## config.mk

```make
export PLATFORM = sky130hd
export DESIGN_NAME = next_combination_unit_flat
export DESIGN_NICKNAME = d
export VERILOG_FILES = /design/src/rtl/nxc_pkg.sv /design/src/rtl/nxc_req_if.sv /design/src/rtl/nxc_rsp_if.sv /design/src/rtl/nxc_ram.sv /design/src/rtl/next_combination_unit.sv /design/src/flat_wrapper.sv
export SDC_FILE = /design/constraint.sdc
export NUM_CORES = 1
export LEC_CHECK = 0
export ABC_AREA = 1
export BUFFER_PORTS_ARGS = -buffer_cell sky130_fd_sc_hd__buf_2
export CELL_PAD_IN_SITES_DETAIL_PLACEMENT = 1
export CELL_PAD_IN_SITES_GLOBAL_PLACEMENT = 2
export CORE_UTILIZATION = 36
export CTS_BUF_LIST = sky130_fd_sc_hd__clkbuf_16
export DETAILED_ROUTE_END_ITERATION = 12
export PLACE_DENSITY_LB_ADDON = 0.1
export SYNTH_ARGS = -nofsm -noshare
export SYNTH_HDL_FRONTEND = slang
export SYNTH_SLANG_ARGS = --single-unit
export TNS_END_PERCENT = 20
```

## constraint.sdc

```tcl
create_clock -name clock -period 3.6 [get_ports clock]
set_input_delay 0.54 -clock clock [delete_from_list [all_inputs] [get_ports clock]]
set_output_delay 0.54 -clock clock [all_outputs]
set_load 0.02 [all_outputs]
```

## src/rtl/nxc_pkg.sv

```systemverilog
// Shared types and constants of the next-combination unit.
package nxc_pkg;

   // Register indexes of the configuration port.
   localparam int unsigned CSR_INDEX_BITS = 1;
   localparam int unsigned CSR_DATA_BITS  = 8;

   typedef enum logic [CSR_INDEX_BITS-1:0] {
      CSR_SET_SIZE    = 1'b0,
      CSR_CHOOSE_SIZE = 1'b1
   } csr_index_type;

   // Field widths of the configuration registers.
   localparam int unsigned SET_SIZE_BITS    = 8;
   localparam int unsigned CHOOSE_SIZE_BITS = 5;

   // Reset values of the configuration registers.
   localparam logic [SET_SIZE_BITS-1:0]    SET_SIZE_RESET    = 8'd8;
   localparam logic [CHOOSE_SIZE_BITS-1:0] CHOOSE_SIZE_RESET = 5'd3;

   // Sequencer states.
   typedef enum logic [1:0] {
      ST_LOAD,
      ST_EMIT,
      ST_NONE
   } state_type;

endpackage

```

## src/rtl/nxc_req_if.sv

```systemverilog
// Input channel of the next-combination unit: one element per transfer.
interface nxc_req_if #(
   parameter int unsigned VALUE_BITS = 8
);
   logic                  valid;
   logic                  ready;
   logic [VALUE_BITS-1:0] element;

   modport source (output valid, output element, input ready);
   modport sink   (input valid, input element, output ready);
endinterface

```

## src/rtl/nxc_rsp_if.sv

```systemverilog
// Result channel of the next-combination unit: one element of the next combination per transfer.
interface nxc_rsp_if #(
   parameter int unsigned VALUE_BITS = 8
);
   logic                  valid;
   logic                  ready;
   logic [VALUE_BITS-1:0] element_res;
   logic                  last;
   logic                  no_next;

   modport source (output valid, output element_res, output last, output no_next, input ready);
   modport sink   (input valid, input element_res, input last, input no_next, output ready);
endinterface

```

## src/rtl/nxc_ram.sv

```systemverilog
// Generic single-write, single-read RAM with a registered read port.
module nxc_ram #(
   parameter int unsigned WIDTH = 8,
   parameter int unsigned DEPTH = 16,
   localparam int unsigned AW   = (DEPTH > 1) ? $clog2(DEPTH) : 1
) (
   input  logic             clock,
   input  logic             wr_en,
   input  logic [AW-1:0]    wr_addr,
   input  logic [WIDTH-1:0] wr_data,
   input  logic [AW-1:0]    rd_addr,
   output logic [WIDTH-1:0] rd_data
);

   logic [WIDTH-1:0] mem_ff [DEPTH];
   logic [WIDTH-1:0] rd_data_ff;

   // Write port and registered read port.
   always_ff @(posedge clock) begin
      if (wr_en) begin
         mem_ff[wr_addr] <= wr_data;
      end
      rd_data_ff <= mem_ff[rd_addr];
   end

   assign rd_data = rd_data_ff;

endmodule

```

## src/rtl/next_combination_unit.sv

```systemverilog
// Next k-combination unit: takes a combination element by element, returns the next one.
// The k-th element transfer moves the sequencer into its result phase, which loads the
// result register once that is free. Results are returned one per cycle while the receiver
// takes them, out of the element RAM's single read port; no element is taken in the
// result phase. A combination without a successor returns a single no-next result.
// Reset: sequencer, load count and result valid flag are cleared, set_size is 8 and
// choose_size is 3; the element RAM is not cleared, since every run writes it first.
module next_combination_unit #(
   parameter int unsigned MAX_K      = 16,
   parameter int unsigned VALUE_BITS = 8
) (
   input  logic                                 clock,
   input  logic                                 reset,
   nxc_req_if.sink                              req_chan,
   nxc_rsp_if.source                            rsp_chan,
   input  logic                                 csr_wr_en,
   input  logic [nxc_pkg::CSR_INDEX_BITS-1:0]   csr_index,
   input  logic [nxc_pkg::CSR_DATA_BITS-1:0]    csr_wr_data
);
   import nxc_pkg::*;

   localparam int unsigned IDX_W = (MAX_K > 1) ? $clog2(MAX_K) : 1;
   localparam int unsigned CNT_W = $clog2(MAX_K + 1);
   // Width for the position test a + k <= n + pos.
   localparam int unsigned SUM_W = ((VALUE_BITS > 9) ? VALUE_BITS : 9) + 1;

   // Configuration registers.
   logic [SET_SIZE_BITS-1:0]    set_size_ff;
   logic [CHOOSE_SIZE_BITS-1:0] choose_size_ff;

   // Sequencer and run state.
   state_type             state_ff, state_in;
   logic [IDX_W-1:0]      cnt_ff, cnt_in;
   logic [IDX_W-1:0]      pos_ff, pos_in;
   logic                  found_ff, found_in;
   logic [IDX_W-1:0]      grow_ff, grow_in;
   logic [VALUE_BITS-1:0] fill_ff, fill_in;

   // Result register.
   logic                  rsp_valid_ff, rsp_valid_in;
   logic [VALUE_BITS-1:0] rsp_elem_ff, rsp_elem_in;
   logic                  rsp_last_ff, rsp_last_in;
   logic                  rsp_none_ff, rsp_none_in;

   logic [CNT_W-1:0]      eff_k;
   logic                  req_xfer;
   logic                  slot_free;
   logic                  last_load;
   logic                  last_emit;
   logic                  can_grow;
   logic [SUM_W-1:0]      sum_elem;
   logic [SUM_W-1:0]      sum_limit;
   logic [VALUE_BITS-1:0] rd_data;

   // Effective k: zero acts as one, anything above MAX_K acts as MAX_K.
   always_comb begin
      if (choose_size_ff == '0) begin
         eff_k = CNT_W'(1);
      end else if (32'(choose_size_ff) > MAX_K) begin
         eff_k = CNT_W'(MAX_K);
      end else begin
         eff_k = CNT_W'(choose_size_ff);
      end
   end

   assign req_chan.ready = (state_ff == ST_LOAD);
   assign req_xfer       = req_chan.valid && req_chan.ready;
   assign slot_free      = !rsp_valid_ff || rsp_chan.ready;
   assign last_load      = (CNT_W'(cnt_ff) + CNT_W'(1)) == eff_k;
   assign last_emit      = (CNT_W'(pos_ff) + CNT_W'(1)) == eff_k;

   // Position test a[pos] < n - k + pos + 1, rearranged to stay unsigned.
   assign sum_elem  = SUM_W'(req_chan.element) + SUM_W'(eff_k);
   assign sum_limit = SUM_W'(set_size_ff) + SUM_W'(cnt_ff);
   assign can_grow  = sum_elem <= sum_limit;

   // Configuration writes.
   always_ff @(posedge clock) begin
      if (reset) begin
         set_size_ff    <= SET_SIZE_RESET;
         choose_size_ff <= CHOOSE_SIZE_RESET;
      end else if (csr_wr_en) begin
         unique case (csr_index_type'(csr_index))
            CSR_SET_SIZE: begin
               set_size_ff <= csr_wr_data[SET_SIZE_BITS-1:0];
            end
            CSR_CHOOSE_SIZE: begin
               choose_size_ff <= csr_wr_data[CHOOSE_SIZE_BITS-1:0];
            end
            default: begin
            end
         endcase
      end
   end

   // Element store; the read address follows the next emit position so that
   // the read data matches the current position.
   nxc_ram #(
      .WIDTH (VALUE_BITS),
      .DEPTH (MAX_K)
   ) u_elem_ram (
      .clock   (clock),
      .wr_en   (req_xfer),
      .wr_addr (cnt_ff),
      .wr_data (req_chan.element),
      .rd_addr (pos_in),
      .rd_data (rd_data)
   );

   // Next state, run tracking and result register loading.
   always_comb begin
      state_in     = state_ff;
      cnt_in       = cnt_ff;
      pos_in       = pos_ff;
      found_in     = found_ff;
      grow_in      = grow_ff;
      fill_in      = fill_ff;
      rsp_valid_in = rsp_valid_ff && !rsp_chan.ready;
      rsp_elem_in  = rsp_elem_ff;
      rsp_last_in  = rsp_last_ff;
      rsp_none_in  = rsp_none_ff;

      unique case (state_ff)
         ST_LOAD: begin
            pos_in = '0;
            if (req_xfer) begin
               // The rightmost passing position wins, so later ones overwrite.
               if (can_grow) begin
                  found_in = 1'b1;
                  grow_in  = cnt_ff;
                  fill_in  = req_chan.element + VALUE_BITS'(1);
               end
               if (last_load) begin
                  cnt_in   = '0;
                  found_in = 1'b0;
                  state_in = (can_grow || found_ff) ? ST_EMIT : ST_NONE;
               end else begin
                  cnt_in = cnt_ff + IDX_W'(1);
               end
            end
         end
         ST_EMIT: begin
            if (slot_free) begin
               rsp_valid_in = 1'b1;
               rsp_last_in  = last_emit;
               rsp_none_in  = 1'b0;
               // Positions left of the grow point keep their stored value.
               if (pos_ff < grow_ff) begin
                  rsp_elem_in = rd_data;
               end else begin
                  rsp_elem_in = fill_ff;
                  fill_in     = fill_ff + VALUE_BITS'(1);
               end
               if (last_emit) begin
                  pos_in   = '0;
                  state_in = ST_LOAD;
               end else begin
                  pos_in = pos_ff + IDX_W'(1);
               end
            end
         end
         ST_NONE: begin
            if (slot_free) begin
               rsp_valid_in = 1'b1;
               rsp_elem_in  = '0;
               rsp_last_in  = 1'b1;
               rsp_none_in  = 1'b1;
               state_in     = ST_LOAD;
            end
         end
         default: begin
            state_in = ST_LOAD;
         end
      endcase

      // A configuration write drops a partly loaded combination.
      if (csr_wr_en) begin
         cnt_in   = '0;
         found_in = 1'b0;
      end
   end

   // Control registers.
   always_ff @(posedge clock) begin
      if (reset) begin
         state_ff     <= ST_LOAD;
         cnt_ff       <= '0;
         pos_ff       <= '0;
         found_ff     <= 1'b0;
         rsp_valid_ff <= 1'b0;
      end else begin
         state_ff     <= state_in;
         cnt_ff       <= cnt_in;
         pos_ff       <= pos_in;
         found_ff     <= found_in;
         rsp_valid_ff <= rsp_valid_in;
      end
   end

   // Payload registers.
   always_ff @(posedge clock) begin
      grow_ff     <= grow_in;
      fill_ff     <= fill_in;
      rsp_elem_ff <= rsp_elem_in;
      rsp_last_ff <= rsp_last_in;
      rsp_none_ff <= rsp_none_in;
   end

   assign rsp_chan.valid       = rsp_valid_ff;
   assign rsp_chan.element_res = rsp_elem_ff;
   assign rsp_chan.last        = rsp_last_ff;
   assign rsp_chan.no_next     = rsp_none_ff;

   // The transfer that completes a combination always starts a result phase.
   a_complete_starts_output: assert property (@(posedge clock) disable iff (reset)
      req_xfer && last_load |=> state_ff != ST_LOAD)
      else $error("completed combination did not start a result phase");

   // A no-next result is a single, final result with a zero element.
   a_no_next_shape: assert property (@(posedge clock) disable iff (reset)
      rsp_valid_ff && rsp_none_ff |-> rsp_last_ff && (rsp_elem_ff == '0))
      else $error("malformed no-next result");

   // The emit position never runs past the effective k.
   a_pos_in_range: assert property (@(posedge clock) disable iff (reset)
      state_ff == ST_EMIT |-> CNT_W'(pos_ff) < eff_k)
      else $error("emit position beyond k");

   // While loading, the element count stays below the effective k.
   a_cnt_in_range: assert property (@(posedge clock) disable iff (reset)
      state_ff == ST_LOAD |-> CNT_W'(cnt_ff) < eff_k)
      else $error("load count beyond k");

endmodule

```

## src/flat_wrapper.sv

```systemverilog
// flat-port wrapper written by rule: the top's interface ports become plain ports
module next_combination_unit_flat import nxc_pkg::*;
#(
   parameter int unsigned MAX_K      = 16,
   parameter int unsigned VALUE_BITS = 8
)
  (clock, reset, csr_wr_en, csr_index, csr_wr_data, req_chan_valid, req_chan_element, req_chan_ready, rsp_chan_valid, rsp_chan_element_res, rsp_chan_last, rsp_chan_no_next, rsp_chan_ready);
  nxc_req_if #(.VALUE_BITS(VALUE_BITS)) req_chan_i ();
  nxc_rsp_if #(.VALUE_BITS(VALUE_BITS)) rsp_chan_i ();
  input  logic clock;
  input  logic reset;
  input  logic csr_wr_en;
  input  logic [nxc_pkg::CSR_INDEX_BITS-1:0] csr_index;
  input  logic [nxc_pkg::CSR_DATA_BITS-1:0] csr_wr_data;
  input wire logic [$bits(req_chan_i.valid)-1:0] req_chan_valid;
  input wire logic [$bits(req_chan_i.element)-1:0] req_chan_element;
  output wire logic [$bits(req_chan_i.ready)-1:0] req_chan_ready;
  output wire logic [$bits(rsp_chan_i.valid)-1:0] rsp_chan_valid;
  output wire logic [$bits(rsp_chan_i.element_res)-1:0] rsp_chan_element_res;
  output wire logic [$bits(rsp_chan_i.last)-1:0] rsp_chan_last;
  output wire logic [$bits(rsp_chan_i.no_next)-1:0] rsp_chan_no_next;
  input wire logic [$bits(rsp_chan_i.ready)-1:0] rsp_chan_ready;
  assign req_chan_i.valid = req_chan_valid;
  assign req_chan_i.element = req_chan_element;
  assign req_chan_ready = req_chan_i.ready;
  assign rsp_chan_valid = rsp_chan_i.valid;
  assign rsp_chan_element_res = rsp_chan_i.element_res;
  assign rsp_chan_last = rsp_chan_i.last;
  assign rsp_chan_no_next = rsp_chan_i.no_next;
  assign rsp_chan_i.ready = rsp_chan_ready;
  next_combination_unit #(.MAX_K(MAX_K), .VALUE_BITS(VALUE_BITS)) u_core (.clock(clock), .reset(reset), .req_chan(req_chan_i), .rsp_chan(rsp_chan_i), .csr_wr_en(csr_wr_en), .csr_index(csr_index), .csr_wr_data(csr_wr_data));
endmodule
```

# After elaboration in Yosys (flattened, before gate mapping)
# Memory sizes are Yosys's and may differ from the RTL's. A register that Yosys moved wholly into a read port is not among the register bits.
# Index checks and enable logic that the tools add are counted.
[totals] regBits=47 mem_bits_rw=128 elab_cells=90 inputBits=22 n_memories=1 output_inout_bits=12
[memory_table] memory="u_core.u_elem_ram.mem_ff" words=16 width=8 read_ports=1 rd_clocked_by_memory_dff=1 write_ports=1 line="nxc_ram.sv:15" rtl="logic [WIDTH-1:0] mem_ff [DEPTH];"
[op_classes] bitwise=1 n_reduce_logical=21 add_sub_neg=8 magnitude_cmp=3 n_eq_ne=11 n_mux=33
[ops] operator="$mux W8" count=7
[ops] operator="$pmux W8 S2" count=2
[ops] operator="$add A8 B1 Y8 const B" count=2
[ops] operator="$mux W2" count=6
[ops] operator="$mux W4" count=3
[ops] operator="$add A4 B1 Y5 const B" count=2
[ops] operator="$eq A5 B5 Y1" count=2
[ops] operator="$le A10 B10 Y1" count=1
[ops] operator="$mux W5" count=2
[ops] operator="$reduce_and A5 Y1" count=2
[ops] operator="$add A8 B4 Y9" count=1
[ops] operator="$add A8 B5 Y9" count=1
[ops] operator="$mux W1" count=9
[ops] operator="$reduce_and A3 Y1" count=3
[ops] operator="$add A4 B1 Y4 const B" count=2
[ops] operator="$ne A2 B2 Y1 const B" count=4
[ops] operator="$pmux W4 S2" count=1
[ops] operator="$ne A2 B1 Y1 const B" count=3
[ops] operator="$pmux W2 S3" count=1
[ops] operator="$reduce_and A2 Y1" count=3
[ops] operator="$reduce_bool A2 Y1" count=3
[ops] operator="$gt A5 B5 Y1 const B" count=1
[ops] operator="$logic_not A5 Y1" count=1
[ops] operator="$lt A4 B4 Y1" count=1
[ops] operator="other kinds (9)" count=14

# Logic depth before layout (Yosys ltp)
# Gate-level depths: netlist of the first run.
[depth] depth_word=10 depth_mapped=22 mapped_depth_nobuf=22

# Modules after synthesis
# Synthesis of the first run repeated with hierarchy kept, for this count alone.
[unflattened] cells_unflattened=958 hier_area_um2=8884.8
[by_module_without_submodules] mod="nxc_ram" seq_area_each_um2=4003.8 n_inst=1 area_per_inst_um2=5766.8 cells_per_inst=551
[by_module_without_submodules] mod="next_combination_unit" seq_area_each_um2=1161.1 n_inst=1 area_per_inst_um2=3118.0 cells_per_inst=407

# Worst setup path after synthesis of the first run
# Ideal clock, no wire load.
[synth_path] kind="register to register" startpoint="register u_core.choose_size_ff[4]" endpoint="register u_core.fill_ff[0], enable pin" arrival_ns=3.107 n_path_buf=0 required_ns=3.214 stages_incl_launch_ff=18 path_slack_ns=0.107 setup_ns=0.386 synth_period_minus_slack_ns=3.493 path_cell_list="dfxtp_1 -> inv_2 -> nand3_1 -> nand2_1 -> ha_1 -> fa_1 -> nand3_1 -> nand2_1 -> nand2_1 -> a21oi_1 -> and3_1 -> ha_1 -> nand3_1 -> nor3_1 -> nand3_1 -> nand2_1 -> inv_1 -> a211oi_1"
[synth_between] elab_chain_cells=7 word_cells_on_any_way=8 cone_classes="1 x add/sub; 2 x order compare; 1 x eq/ne; 2 x mux; 2 x reduce/logical"
[synth_rtl] element="start, declared" line="next_combination_unit.sv:29" rtl="logic [CHOOSE_SIZE_BITS-1:0] choose_size_ff;"
[synth_rtl] element="start signal, assigned" line="next_combination_unit.sv:88" rtl="choose_size_ff <= csr_wr_data[CHOOSE_SIZE_BITS-1:0];"
[synth_rtl] element="$gt A5 B5 Y1" line="next_combination_unit.sv:59" rtl="end else if (32'(choose_size_ff) > MAX_K) begin"
[synth_rtl] element="$mux W5" line="next_combination_unit.sv:59"
[synth_rtl] element="$mux W5 *" line="next_combination_unit.sv:57" rtl="if (choose_size_ff == '0) begin"
[synth_rtl] element="$add A8 B5 Y9 *" line="next_combination_unit.sv:73" rtl="assign sum_elem = SUM_W'(req_chan.element) + SUM_W'(eff_k);"
[synth_rtl] element="$le A10 B10 Y1 *" line="next_combination_unit.sv:75" rtl="assign can_grow = sum_elem <= sum_limit;"
[synth_rtl] element="$ne A2 B2 Y1 (no line) *"
[synth_rtl] element="$reduce_and A5 Y1 (no line) *"
[synth_rtl] element="end signal, assigned" line="next_combination_unit.sv:203" rtl="fill_ff <= fill_in;"
[synth_rtl] element="end, declared" line="next_combination_unit.sv:37" rtl="logic [VALUE_BITS-1:0] fill_ff, fill_in;"
# Every way passes the cells marked *; elsewhere a longest branch is shown, timed or not.
# A chain may end at the register's enable or synchronous reset.

# Worst setup path in the final report of the first run
[layout_path] startpoint="register u_core.choose_size_ff[4]" endpoint="register u_core.grow_ff[0], enable pin"
[layout_between] elab_chain_cells=6 word_cells_on_any_way=7 cone_classes="1 x add/sub; 2 x order compare; 2 x mux; 2 x reduce/logical"
[layout_rtl] element="$gt A5 B5 Y1" line="next_combination_unit.sv:59"
[layout_rtl] element="$mux W5" line="next_combination_unit.sv:59"
[layout_rtl] element="$mux W5 *" line="next_combination_unit.sv:57"
[layout_rtl] element="$add A8 B5 Y9 *" line="next_combination_unit.sv:73"
[layout_rtl] element="$le A10 B10 Y1 *" line="next_combination_unit.sv:75"
[layout_rtl] element="$reduce_and A3 Y1 (no line) *"
[layout_rtl] element="end signal, assigned" line="next_combination_unit.sv:202" rtl="grow_ff <= grow_in;"
[layout_rtl] element="end, declared" line="next_combination_unit.sv:36" rtl="logic [IDX_W-1:0] grow_ff, grow_in;"
# Marked as above.

==> flow_summary.yaml, run 1 <==
status:
  status: "completed"
pwr:
  p_int_mw: 3.968
  p_leak_nw: 4.141
  power_switching_mw: 1.912
  seqPwrFrac: 0.445
  power_density_nw_per_um2: 583.7
  clock_power_share: 0.307
  combPwrFrac: 0.248
  total_power_mw: 5.880
  ir_worst_vdd_mv: 0.2327
  p_sw_frac: 0.3251
route:
  drc: 0
  drt_iter0_markers: 385
  routed_wl_mm: 24.90
  wire_per_inst_um: 19.42
  dr.pass1.iters: 5
  via_per_inst: 5.029
  vias: 6447
  postRouteAntennaNets: 0
synth:
  async_flop_share: 0
  yosys.area.top_type: "edfxtp_1"
  synth-compound-area-share: 0.03672
  syn_nets: 956
  synth_top_area_frac: 0.5104
  synthDistinctLibCells: 33
  postSynthRegisterBits: 183
  syn_area_um2: 8825
  synth_fa_ha_area_frac: 0.04707
  yosys.area_share.xor_xnor: 0.01985
  synth_area_leaders: "edfxtp_1 (51%), nand3_1 (8.6%), nand2_1 (7.5%)"
  synth-simple-area-share: 0.2361
  synth_edf_count: 150
  syn-instance-count: 902
  synth_top_family_by_area: "simple AND/OR/NAND/NOR gates"
  synth_most_common_cell: "nand2_1"
  ys.flop_type: "edfxtp_1"
  ys_seq_area_frac: 0.5853
  synth.mux.area_fraction: 0.002269
  avgSynthCellArea_um2: 9.783
  synth_common_cells: "nand2_1 (177), nand3_1 (152), edfxtp_1 (150)"
  yosysWarningCount: 0
hold_path:
  min_path_type: "in -> reg"
clock_network:
  cts_setup_buffers: 0
  clk_pin_slew_ps: 70
  clock-sinks: 183
  clock_latency_ps: 430
  cts-buffers-inserted: 17
  cts_buffer_depth: 2
  htree_levels: 4
  cts_tree: "built"
  clock-root-buffer: "clkbuf_16"
sta:
  setup_viol_count_final: 0
  finClkSkew_ps: 10.49
  max_freq_mhz: 305.1
  final-max-slew-violation-count: 0
  maxSlewHeadroom: 0.3558
  worst_pin_slew_ps: 962.8
  fin_crit_sh: 0.9103
  finalHoldViolations: 0
  min_period_ps: 3277
floorplanning:
  die_w_um: 158.6
  start_util: 0.3715
  die-area_um2: 25140
  core_um2: 23750
  die_h_um: 158.6
  io_pins: 34
  num_rows: 56
cells_and_area:
  fin_nets: 1005
  diodes: 0
  drive_above_1_share: 0.1256
  fillers: 2702
  area_delta_synth_final_pct: 14.15
  final_cells: 1282
placement:
  io_buffers: 33
  dp_hpwl_mm: 17.40
  place_congestion: 0.8075
  placed_cells: 1251
run:
  maxCapViolations: 0
setup_path:
  crit_type: "reg -> reg"
  start_kind: "flop"
  worst_ep_arrival_time_ps: 3370
  worstSetupEndpointType: "flop"
  worstPathRequired_ps: 3690
  critPathMaxFanout: 8
global_routing:
  grt_pass1_vias: 6776
  track_usage: 0.2136
  grt_overflow_total: 0
  grt_pass1_wl_mm: 39.13
  antenna_found_initial: 0
  grt_max_degree: 66
[cells by family (layout without fill, tap and decap cells)]
family                     count (synthesis)  in the layout
and+or+nand+nor                          456            456
xor gates and xnor gates                  20             20
buffers and inverters                    149            210
DFF                                      183            183
adders and majority gates                 32             32
muxes                                      2              2
AOI/OAI and AO/OA                         60             60
[path summary, 6_finish.rpt]
path,start,endpoint,slack (ps),cells past startpoint
worst max-delay path,u_core.choose_size_ff[4],u_core.grow_ff[0],320,18
worst min-delay path,csr_wr_data[3],u_core.set_size_ff[3],340,3
worst max register to register,u_core.choose_size_ff[4],u_core.grow_ff[0],320,18
worst min register to register,u_core.set_size_ff[3],u_core.set_size_ff[3],490,2
[registers in the layout, summed over array words and instances (netlist names)]
name,cells
u_core.rsp_chan.element_res,8
u_core.rsp_chan.no_next,1
u_core.pos_ff,4
u_core.u_elem_ram.mem_ff,128
u_core.fill_ff,8
u_core.rsp_chan.valid,1
u_core.rsp_chan.last,1
u_core.found_ff,1
u_core.u_elem_ram.rd_data,8
u_core.state_ff,2
u_core.set_size_ff,8
u_core.grow_ff,4
u_core.cnt_ff,4
u_core.choose_size_ff,5
[timing repair]
action                     in CTS  in global routing
hold buffers                    0                  0
setup endpoints to repair       8                 15
pin swaps                       0                  3
hold endpoints to repair        0                  0
resized for setup               2                 20
[critical path: stages (launching register included)]
cell and delay, ps:
dfxtp_4 380, inv_4 60, nand3_1 90, nand2_2 100
ha_4 180, fa_2 340, nand3_1 100, nand2_1 60
nand2_1 100, a21oi_2 80, and3_1 160, ha_1 340
nand3_1 130, nor3_2 50, o21ai_0 80, nand4_1 130
nand2_2 150, inv_1 80, nor2_1 330
[metrics by stage]
stage          setup TNS, ps  hold WS, ps  instance area, um2  utilization  setup WS, ps
2_1_floorplan              0        432.9                8825            -         107.0
3_3_place_gp               0        450.2                9440       0.3974         50.37
3_5_place_dp          -35.45        475.5                9440       0.3974        -4.627
4_1_cts                    0        320.4                9995       0.4208         41.79
5_1_grt               -1.905        344.6               10070       0.4241        -1.231
6_report                   0        342.5               10070       0.4241         322.9
[cells in the final DEF, fill, tap and decap left out, drive strengths merged, types with 7 or more instances in the layout]
cell type,synthesis,final
a21oi,21,21
buf,28,61
clkbuf,3,17
clkinv,2,11
dfxtp,33,33
edfxtp,150,150
ha,30,30
inv,116,120
nand2,181,181
nand3,153,153
nand3b,34,34
nand4,7,7
nor2,75,75
o21ai,32,32
xor2,15,15
[per-layer routing]
layer	global-route usage	vias up	routed length (um)
met5	0	-	0
met4	0.07601	0	534
met3	0.03348	30	840
met2	0.3488	107	11800
met1	0.2870	3174	11730
li1	-	3136	-
[power groups by stage]
stage | logic [mW] | registers (mW) | clock network [mW]
3_5_place_dp | 1.46 | 2.67 | 0
6_report | 1.46 | 2.62 | 1.80
4_1_cts | 1.47 | 2.62 | 1.85
5_1_grt | 1.66 | 2.64 | 1.92
3_3_place_gp | 1.42 | 2.66 | 0
2_1_floorplan | 0.916 | 2.71 | 0
[final cells by class]
type / count / area (um2) / area share
clock buffers: 17 / 425.4 / 0.04223
clock inverters: 14 / 126.4 / 0.01255
inverters: 118 / 445.4 / 0.04422
multi-input cells: 570 / 3090 / 0.3068
flip-flops and latches: 183 / 5174 / 0.5136
well taps: 319 / 399.1 / 0.03962
repair buffers: 61 / 412.9 / 0.04099
Power figures use the tool's default switching activity.
==> inputs of run 2 (changes only) <==
--- a/config.mk
+++ b/config.mk
@@ -8,3 +8,3 @@
 export ABC_AREA = 1
-export BUFFER_PORTS_ARGS = -buffer_cell sky130_fd_sc_hd__buf_2
+export BUFFER_PORTS_ARGS = -buffer_cell sky130_fd_sc_hd__clkbuf_2
 export CELL_PAD_IN_SITES_DETAIL_PLACEMENT = 1
==> constraint.sdc (replaced) <==
create_clock -name clock -period 3.6 [get_ports clock]
set_input_delay 0.18 -clock clock [delete_from_list [all_inputs] [get_ports clock]]
set_output_delay 0.18 -clock clock [all_outputs]
set_load 0.02 [all_outputs]
==> flow_summary.yaml, run 2 (synthesized netlist as in run 1, its figures left out) <==
status:
  status: "completed"
global_routing:
  globalRouteMet2Util: 0.3486
  track_usage: 0.2128
  grt_util_met3: 0.02232
  grt_overflow_total: 0
  grt_pass1_wl_mm: 39.03
  met1_usage: 0.2977
  top_usage_layer: "met2"
  grt_max_degree: 66
  grt_pass1_vias: 6710
  antenna_found_initial: 0
floorplanning:
  die_w_um: 158.6
  io_pins: 34
  num_rows: 56
  core_um2: 23750
  die_h_um: 158.6
  start_util: 0.3715
  die-area_um2: 25140
cells_and_area:
  layout_common_cells: "nand2_1 (174), nand3_1 (152), edfxtp_1 (150)"
  area_delta_synth_final_pct: 14.21
  fin_nets: 1003
  layout_commonest_cell: "nand2_1"
  drive_above_1_share: 0.1164
  largest_register: "u_core.u_elem_ram.mem_ff"
  largest_reg_flops: 128
  diodes: 0
  final_area_um2: 10080
sta:
  max_freq_mhz: 293.0
  fin_crit_sh: 0.9479
  tns_ps: 0
  maxSlewHeadroom: 0.3577
  finalHoldViolations: 0
  finClkSkew_ps: 10.65
  setup_viol_count_final: 0
  worst_pin_slew_ps: 959.8
  min_period_ps: 3413
  final-max-slew-violation-count: 0
setup_path:
  start_kind: "flop"
  worst_ep_arrival_time_ps: 3560
  worstSetupEndpointType: "flop"
  crit_type: "reg -> reg"
  worstPathRequired_ps: 3740
  critPathMaxFanout: 8
pwr:
  combPwrFrac: 0.239
  p_leak_nw: 4.160
  power_density_nw_per_um2: 591.8
  p_sw_frac: 0.3229
  ir_worst_vdd_mv: 0.2660
  p_int_mw: 4.039
  clock_power_share: 0.321
  power_switching_mw: 1.926
  seqPwrFrac: 0.440
route:
  drc: 0
  via_per_inst: 4.997
  postRouteAntennaNets: 0
  vias: 6401
  dr.pass1.iters: 5
  drt_iter0_markers: 435
  routed_wl_mm: 25.16
  wire_per_inst_um: 19.64
run:
  maxCapViolations: 0
hold_path:
  min_path_type: "in -> reg"
clock_network:
  clock_latency_ps: 440
  clock-sinks: 183
  cts_buffer_depth: 2
  cts_setup_buffers: 0
  clk_pin_slew_ps: 70
  cts_tree: "built"
  htree_levels: 4
  clock-root-buffer: "clkbuf_16"
  cts-buffers-inserted: 17
placement:
  dp_hpwl_mm: 17.25
  io_buffers: 33
  place_congestion: 0.8610
  dpl-instance-area_um2: 9403
==> run 2: cell count changes in the layout (fill, tap and decap cells not counted), moves of 3 or more <==
cell	change
dlygate4sd3_1	+3
inv_6	+4
buf_4	-5
dfxtp_1	+4
buf_2	-33
clkinv_4	-4
clkinv_1	-3
dfxtp_2	-3
clkbuf_2	+33
==> run 2: worst max-delay path, stage by stage (launching register included) <==
cell      delay [ps]
dfxtp_1          340
nor2_1           140
nand3_1          130
nand2_2          120
ha_2             210
fa_2             230
nand3_1          100
nand2_1           90
nand2_1           80
a21oi_2          160
xor2_1           160
inv_1             60
ha_1             300
nand3_1          120
nor3_2            50
o21ai_0           70
nand4_1          150
nand2_2          140
inv_1             70
a211oi_2         180
buf_4            200
==> run 2: routing by layer <==
layer,part of all wire,vias to the layer above
met5,0,-
met4,0.0064,0
met3,0.033,9
met2,0.48,78
met1,0.48,3182
li1,-,3132
==> run 2: final cells by class <==
class,count,area [um2]
clock buffers,17,425.4
well taps,319,399.1
inverters,118,442.9
clock inverters,15,167.7
flip-flops and latches,183,5166
multi-input cells,570,3072
fillers,2693,13670
repair buffers,59,405.4
==> run 2: path summary, 6_finish.rpt <==
kind              slack (ps)  cells past startpoint                     start               endpoint
setup / recovery         190                     20  u_core.choose_size_ff[3]      u_core.fill_ff[7]
hold / removal            10                      3            csr_wr_data[3]  u_core.set_size_ff[3]
setup reg to reg         190                     20  u_core.choose_size_ff[3]      u_core.fill_ff[7]
hold reg to reg          470                      2     u_core.set_size_ff[3]  u_core.set_size_ff[3]
==> run 2: power groups by stage <==
| stage | sequential [mW] | clock [mW] | combinational [mW] |
|---|---|---|---|
| 6_report | 2.63 | 1.91 | 1.43 |
| 5_1_grt | 2.65 | 2.03 | 1.62 |
| 4_1_cts | 2.63 | 1.95 | 1.44 |
| 3_5_place_dp | 2.68 | 0 | 1.43 |
| 3_3_place_gp | 2.67 | 0 | 1.40 |
| 2_1_floorplan | 2.71 | 0 | 0.916 |
==> run 2: stage by stage <==
step           hold WS [ps]  std cells    util  setup slack, ps  total power, mW
3_3_place_gp          415.4       1246  0.3959            167.4            4.069
2_1_floorplan         249.1        902       -            107.0            3.628
6_report              14.02       1281  0.4243            187.4            5.965
5_1_grt               12.74       1281  0.4243           -47.01            6.291
4_1_cts               3.597       1281  0.4221            12.19            6.015
3_5_place_dp          409.0       1246  0.3959           -41.32            4.104
==> run 2: timing repair <==
action | in CTS | in global routing
endpoints found under the hold margin | 3 | 0
hold buffers | 3 | 0
pin swaps | 0 | 1
endpoints found under the setup margin | 8 | 15
resized for setup | 1 | 12
